<file path="src/rtl/edt_ram.sv">
// ----------------------------------------------------------------------------
// edt_ram
// Generic single-clock RAM: one write port, one read port, registered read
// data that holds while the read enable is low.
// ----------------------------------------------------------------------------
module edt_ram #(
	parameter  int WIDTH  = 8,
	parameter  int DEPTH  = 16,
	localparam int ADDR_W = $clog2(DEPTH)
) (
	input  logic              clk,
	input  logic              wr_en,
	input  logic [ADDR_W-1:0] wr_addr,
	input  logic [WIDTH-1:0]  wr_data,
	input  logic              rd_en,
	input  logic [ADDR_W-1:0] rd_addr,
	output logic [WIDTH-1:0]  rd_data
);

	logic [WIDTH-1:0] mem [DEPTH];

	always_ff @(posedge clk) begin
		if (wr_en) begin
			mem[wr_addr] <= wr_data;
		end
		if (rd_en) begin
			rd_data <= mem[rd_addr];
		end
	end

endmodule

</file>
<file path="config.mk">
export PLATFORM = sky130hd
export DESIGN_NAME = edt_ram
export DESIGN_NICKNAME = d
export VERILOG_FILES = /design/src/rtl/edt_ram.sv
export SDC_FILE = /design/constraint.sdc
export NUM_CORES = 1
export LEC_CHECK = 0
export BUFFER_PORTS_ARGS = -buffer_cell sky130_fd_sc_hd__buf_2
export CAP_MARGIN = 20
export CORE_MARGIN = 1.5
export CORE_UTILIZATION = 60
export DETAILED_ROUTE_END_ITERATION = 8
export GPL_TIMING_DRIVEN = 0
export HOLD_SLACK_MARGIN = 0.03
export PLACE_DENSITY = 0.77
export RECOVER_POWER = 50
export SETUP_SLACK_MARGIN = 0.05
export SYNTH_ARGS = -nofsm -noshare
export SYNTH_HDL_FRONTEND = slang
export SYNTH_SLANG_ARGS = --single-unit
</file>
<file path="constraint.sdc">
create_clock -name clk -period 2.5 [get_ports clk]
set_clock_uncertainty 0.05 [all_clocks]
set_input_delay 0.5 -clock clk [delete_from_list [all_inputs] [get_ports clk]]
set_output_delay 0.5 -clock clk [all_outputs]
set_load 0.02 [all_outputs]
</file>
After elaboration in Yosys (flattened, before gate mapping)
Memories as Yosys holds them, arrays and structs flattened. A register that Yosys moved wholly into a read port is not among the register bits. Index checks and enable logic that the tools add are counted.

Register bits: 0. Memory bits (writable): 128. Input port bits: 19. Output and inout bits: 8. Word-level logic and storage cells: 3. Memories: 1.

Memory list: mem (depth 16, width 8, read ports 1, clocked after memory_dff 1, wr ports 1, line 20) `logic [WIDTH-1:0] mem [DEPTH];`.

Muxes and demuxes: 2.

Operator list (count): 1-bit 2-to-1 mux (2).

Depth between registers and ports, before layout
Gate-level depths: netlist of the first run.

Word-level depth: 2. Mapped depth: 5.

Least setup slack after synthesis of the first run
No wires, ideal clock.

Path kind: in2reg. From: input port wr_addr[2]. To: memory mem[0][0] (enable). Setup time: 383 ps. Data arrival time: 1610 ps. Required time: 2067 ps. Setup slack: 457 ps. Stages: 2. Buffers on the path: 0. Cells stage by stage: or3b_2 -> nor3_1.

RTL lines: from (decl) (line 13) `input logic [ADDR_W-1:0] wr_addr,`; to (decl) (line 20).

No word-level cell before the write port.

Final worst setup path of the first run
From: input port wr_addr[2]. To: memory mem[0][3] (enable).

No word-level cell before the write port.

==> flow_summary.ini, run 1 <==
[synthesis]
ys_types = 18
synth_seq_area_share_pct = 78.12
synth_seq_cells = 136
net_count_after_synthesis = 248
synthesis.yosys.warnings = 0
netlist_instances = 229
synth.cell_area_sq_mm = 0.005228
post_synth.cell_area_avg_sq_um = 22.83

[global_route]
grt_start_max_net_pins = 17
number_of_antenna_violations_at_the_first_check_in_global_routing = 0
total_routing_usage_reported_by_global_routing_pct = 25.19
grt_overflow_total = 0
grt_first_pass_wirelength_microns = 15310
first_global_vias = 2512

[pwr]
finalPower_mw = 5.649
power.ir.vdd_worst_mv = 0.5157
power.static_leakage_nw = 2.065
power_density_mw_per_mm2 = 916.6

[sta]
timing_hold_violations_final = 0
hold-worst-slack_ns = 0.3713
maxSlewHeadroom_pct = 44.32
rsz0062_at_grt = false
setup_viol_count_final = 0
max_clock_freq_ghz = 0.5618
setup_total_negative_slack_ns = 0
final_period_minus_worst_setup_slack_ns = 1.780
final-max-slew-violation-count = 0
tightestPinTransition_ns = 0.8321
finalCritPeriodShare_pct = 71.20

[worst_hold_path]
hold_path.startpoint = rd_en
min_path_cells = 1
worstHoldEndpoint = rd_data[2]
min_delay_path_class = primary input to flop

[clocking]
worst_skew_pair.late_latency_ns = 0.52
clk_pin_slew_ns = 0.06
clock_path_buffers = 2
clock_tree.htree_level_count = 4
post_cts_buffers = 0
tritoncts.num_buffers = 17
post_cts_resize_count = 0
tritoncts = yes
clock-sinks = 136
cts_hold_buffers = 0
cts.root.buffer_cell = clkbuf_8

[critical_path]
critPathMaxFanout = 6
reg2reg_depth = 3
start_kind = primary input
cp.required_ns = 2.66
r2r_setup_slack_ns = 0.81
regToRegStartpoint = mem[5][0]
timing.rr.end = rd_data[0]
critPathArrivalTime_ns = 1.94
worst_setup_path_end_kind = flop
criticalPathCategory = primary input to flop

[cells_and_area]
layout-area-overhead-vs-synth_pct = 17.90
utilization_pct = 73.90
mostFrequentLayoutCells = edfxtp_1, buf_2, mux4_2
layout-drive-gt1-share_pct = 26.99
finish.cell_count_without_fillers = 394
fin_nets = 296
leading_cell_type_in_the_layout_fill_and_taps_excluded = edfxtp_1
antenna-diode-count = 0

[placed_design]
routabilityCongestion = 0.7332
dp.cells = 363
port_buffers = 25
detailed_place_hpwl_microns = 6002

[floorplan]
initial_utilization_pct = 62.68
floorplan.die.height_microns = 96.34
fp-row-count = 33
core_region_area_sq_mm = 0.008341
die_width_microns = 96.34
ioPinCount = 27
floorplan.die_area_sq_mm = 0.009281

[status]
status = completed

[routing]
drt-wirelength-per-cell_microns = 25.97
vias_per_cell = 6.414
dr_total_vias = 2527
wirelength_microns = 10230
detail-route-antenna-nets = 0
drc = 0
firstDrtPassIters = 4
dr.first_iter.drc_count = 304

[run]
maxCapViolCount = 0
==> critical path, cell delays in order <==
cell and delay (ns):
buf_2 0.12, or3b_2 0.55, nor3_1 0.46, buf_2 0.31
==> registers in the layout, summed over array words and instances (netlist names) <==
| signal | flops |
|---|---|
| mem | 128 |
| rd_data | 8 |
==> per-layer routing <==
layer | up-vias | GRT usage (%) | routed length, microns
li1 | 1078 | - | -
met1 | 1309 | 36.55 | 4506
met2 | 119 | 36.80 | 4872
met3 | 21 | 7.188 | 581
met4 | 0 | 10.02 | 270
met5 | - | 0 | 0
==> worst max path at each step <==
| stage | start | end | slack (ns) | depth (start not counted) |
|---|---|---|---|---|
| floorplan | wr_addr[2] | mem[0][0] | 0.46 | 2 |
| global placement | wr_addr[2] | mem[0][7] | -0.07 | 3 |
| detailed placement | wr_addr[2] | mem[2][2] | 0.25 | 3 |
| CTS | wr_addr[2] | mem[0][3] | 0.73 | 4 |
| global route | wr_addr[2] | mem[0][3] | 0.69 | 4 |
| finish | wr_addr[2] | mem[0][3] | 0.72 | 4 |
==> metrics by stage <==
stage / instance area (sq um) / setup WS [ns]
3_5_place_dp: 5507 / 0.2545
4_1_cts: 6176 / 0.7267
3_3_place_gp: 5484 / -0.07110
6_report: 6163 / 0.7201
2_1_floorplan: 5228 / 0.4571
5_1_grt: 6163 / 0.6927
==> cell usage after synthesis <==
cell type / count / area share (%)
mux4_2: 18 / 7.8
or3b_2: 1 / 0.17
clkdlybuf4s25_2: 3 / 0.57
mux4_1: 14 / 7.0
nand3_1: 1 / 0.096
nor2b_1: 1 / 0.12
a22oi_1: 16 / 2.3
and2b_1: 1 / 0.14
nor3_1: 4 / 0.38
buf_2: 3 / 0.29
buf_4: 1 / 0.14
nand3b_1: 2 / 0.29
nand2_1: 9 / 0.65
nand2b_1: 2 / 0.24
nor2_1: 13 / 0.93
and2_1: 1 / 0.12
edfxtp_1: 136 / 78
buf_6: 3 / 0.65
==> cells by family after synthesis <==
| logic type | synth area share, % |
|---|---|
| buffers and inverters | 1.651 |
| flip-flops | 78.12 |
| AND/OR/NAND/NOR | 3.136 |
| AO/OA/AOI/OAI | 2.298 |
| multiplexers | 14.79 |
==> cell type report <==
type                            instances  area, sq um
Multi-Input combinational cell         83         1057
Timing Repair Buffer                   29        135.1
Clock inverter                         13        251.5
Clock buffer                           18        417.9
Sequential cell                       136         4084
Fill cell                             472         2177
Buffer                                 10        86.33
Tap cell                              105        131.4
==> power by group <==
part           switching [mW]  internal [mW]  total [mW]
Clock                   0.902           1.91        2.81
Sequential             0.0128           2.57        2.58
Combinational           0.154         0.0974       0.251
Power figures use the tool's default switching activity.
==> run 2: changes to the inputs <==
==> constraint.sdc (replaced) <==
create_clock -name clk -period 1.7 [get_ports clk]
set_clock_uncertainty 0.05 [all_clocks]
set_input_delay 0.34 -clock clk [delete_from_list [all_inputs] [get_ports clk]]
set_output_delay 0.34 -clock clk [all_outputs]
set_load 0.02 [all_outputs]
==> flow_summary.ini, run 2 (same netlist as run 1, synthesis figures left out) <==
[placed_design]
detailed_place_hpwl_microns = 6115
pre_cts_slack_ns = -0.3904
routabilityCongestion = 0.7110
port_buffers = 25

[sta]
final-max-slew-violation-count = 0
timing_hold_violations_final = 0
tightestPinTransition_ns = 0.8236
setup_viol_count_final = 0
final_period_minus_worst_setup_slack_ns = 1.604
layout_setup_ws_ns = 0.09588
finalCritPeriodShare_pct = 94.36
rsz0062_at_grt = false
maxSlewHeadroom_pct = 45.10
hold-worst-slack_ns = 0.2028
max_clock_freq_ghz = 0.6234

[floorplan]
fp-row-count = 33
ioPinCount = 27
initial_utilization_pct = 62.68
floorplan.die.height_microns = 96.34
core_region_area_sq_mm = 0.008341
floorplan.die_area_sq_mm = 0.009281
die_width_microns = 96.34

[critical_path]
start_kind = flop
critPathTopFamily = multiplexers
cp.required_ns = 1.90
criticalPathCategory = flop to flop
critPathMaxFanout = 1
cp.buffers_inverters = 0
worstPathCellList = mux4_2, a22oi_1, nand2_1
critPathArrivalTime_ns = 1.81
worst_path_max_delay_cell = mux4_2
r2r_setup_slack_ns = 0.1
worst_path_largest_cell_delay_ns = 0.49
worst_setup_path_end_kind = flop

[pwr]
seq_power_share_pct = 49.2
intPower_mw = 6.146
power.share.clock_pct = 45.9
power_density_mw_per_mm2 = 1270
power.ir.vdd_worst_mv = 0.7345
switchingPower_mw = 1.569
pwr-share-comb_pct = 4.9
switching_share_pct = 20.34
power.static_leakage_nw = 2.023

[cells_and_area]
final-seq-area_sq_mm = 0.004084
fin_nets = 295
mostFrequentLayoutCells = edfxtp_1, buf_2, mux4_2
layout-area-overhead-vs-synth_pct = 16.20
antenna-diode-count = 0
layout-drive-gt1-share_pct = 26.30
area_occupied_by_multi_input_gates_sq_mm = 0.001062
leading_cell_type_in_the_layout_fill_and_taps_excluded = edfxtp_1
max_ffs_per_register = 128
registers.top_by_ff_count = mem
n_fill_cell = 472
largestRegisters = mem: 128 flops, rd_data: 8 flops

[status]
status = completed

[global_route]
number_of_antenna_violations_at_the_first_check_in_global_routing = 0
total_routing_usage_reported_by_global_routing_pct = 24.79
first_global_vias = 2405
grt_start_max_net_pins = 17
grt_overflow_total = 0
grt_first_pass_wirelength_microns = 14980

[clocking]
tritoncts.num_buffers = 17
post_cts_resize_count = 0
cts_hold_buffers = 0
cts.root.buffer_cell = clkbuf_8
clock-sinks = 136
clock_tree.htree_level_count = 4
post_cts_buffers = 0
tritoncts = yes
clk_pin_slew_ns = 0.06
worst_skew_pair.late_latency_ns = 0.52
clock_path_buffers = 2

[routing]
wirelength_microns = 10360
detail-route-antenna-nets = 0
dr.first_iter.drc_count = 336
firstDrtPassIters = 5
drc = 0
vias_per_cell = 6.500
dr_total_vias = 2561
drt-wirelength-per-cell_microns = 26.29

[worst_hold_path]
min_delay_path_class = primary input to flop

[run]
maxCapViolCount = 0
[run 2: final timing paths]
| kind | endpoint | startpoint | depth (start not counted) |
|---|---|---|---|
| max reg2reg | rd_data[4] | mem[3][4] | 3 |
| min | rd_data[2] | rd_en | 1 |
| min reg2reg | rd_data[3] | mem[8][3] | 3 |
| max | rd_data[4] | mem[3][4] | 3 |
[run 2: final cells by class]
type	instances	share of cell area, %
plain buffers	10	1.545
repair buffers	28	2.080
clock inverters	13	2.554
flip-flops and latches	136	67.23
multi-input cells	83	17.49
clock buffers	19	6.941
well taps	105	2.163
[run 2: stage by stage]
stage	std cells	util [%]	instance area, sq um	TNS [ns]	power (mW)
after floorplan	229	-	5240	0	4.077
after global placement	359	65.90	5497	-23.68	4.218
after detailed placement	362	66.08	5512	-18.12	4.238
after CTS	394	73.00	6088	0	7.743
after global routing	394	72.83	6075	0	7.893
final	394	72.83	6075	0	7.716
[run 2: power groups by stage]
stage               clock network [mW]  logic [mW]  registers, mW
global placement                     0       0.359           3.86
CTS                               3.56       0.380           3.80
detailed placement                   0       0.372           3.87
floorplan                            0       0.193           3.88
finish                            3.54       0.377           3.80
global route                      3.69       0.399           3.81
[run 2: worst reg2reg max path, cell delays in order (launching register included)]
cell and delay, ns:
edfxtp_1 0.37, mux4_2 0.49, a22oi_1 0.33, nand2_1 0.11
[run 2: per-layer routing]
layer	up-vias	GRT usage [%]	wire [microns]
li1	1075	-	-
met1	1310	35.89	4255
met2	158	37.73	5133
met3	18	6.003	825
met4	0	8.454	145
met5	-	0	0
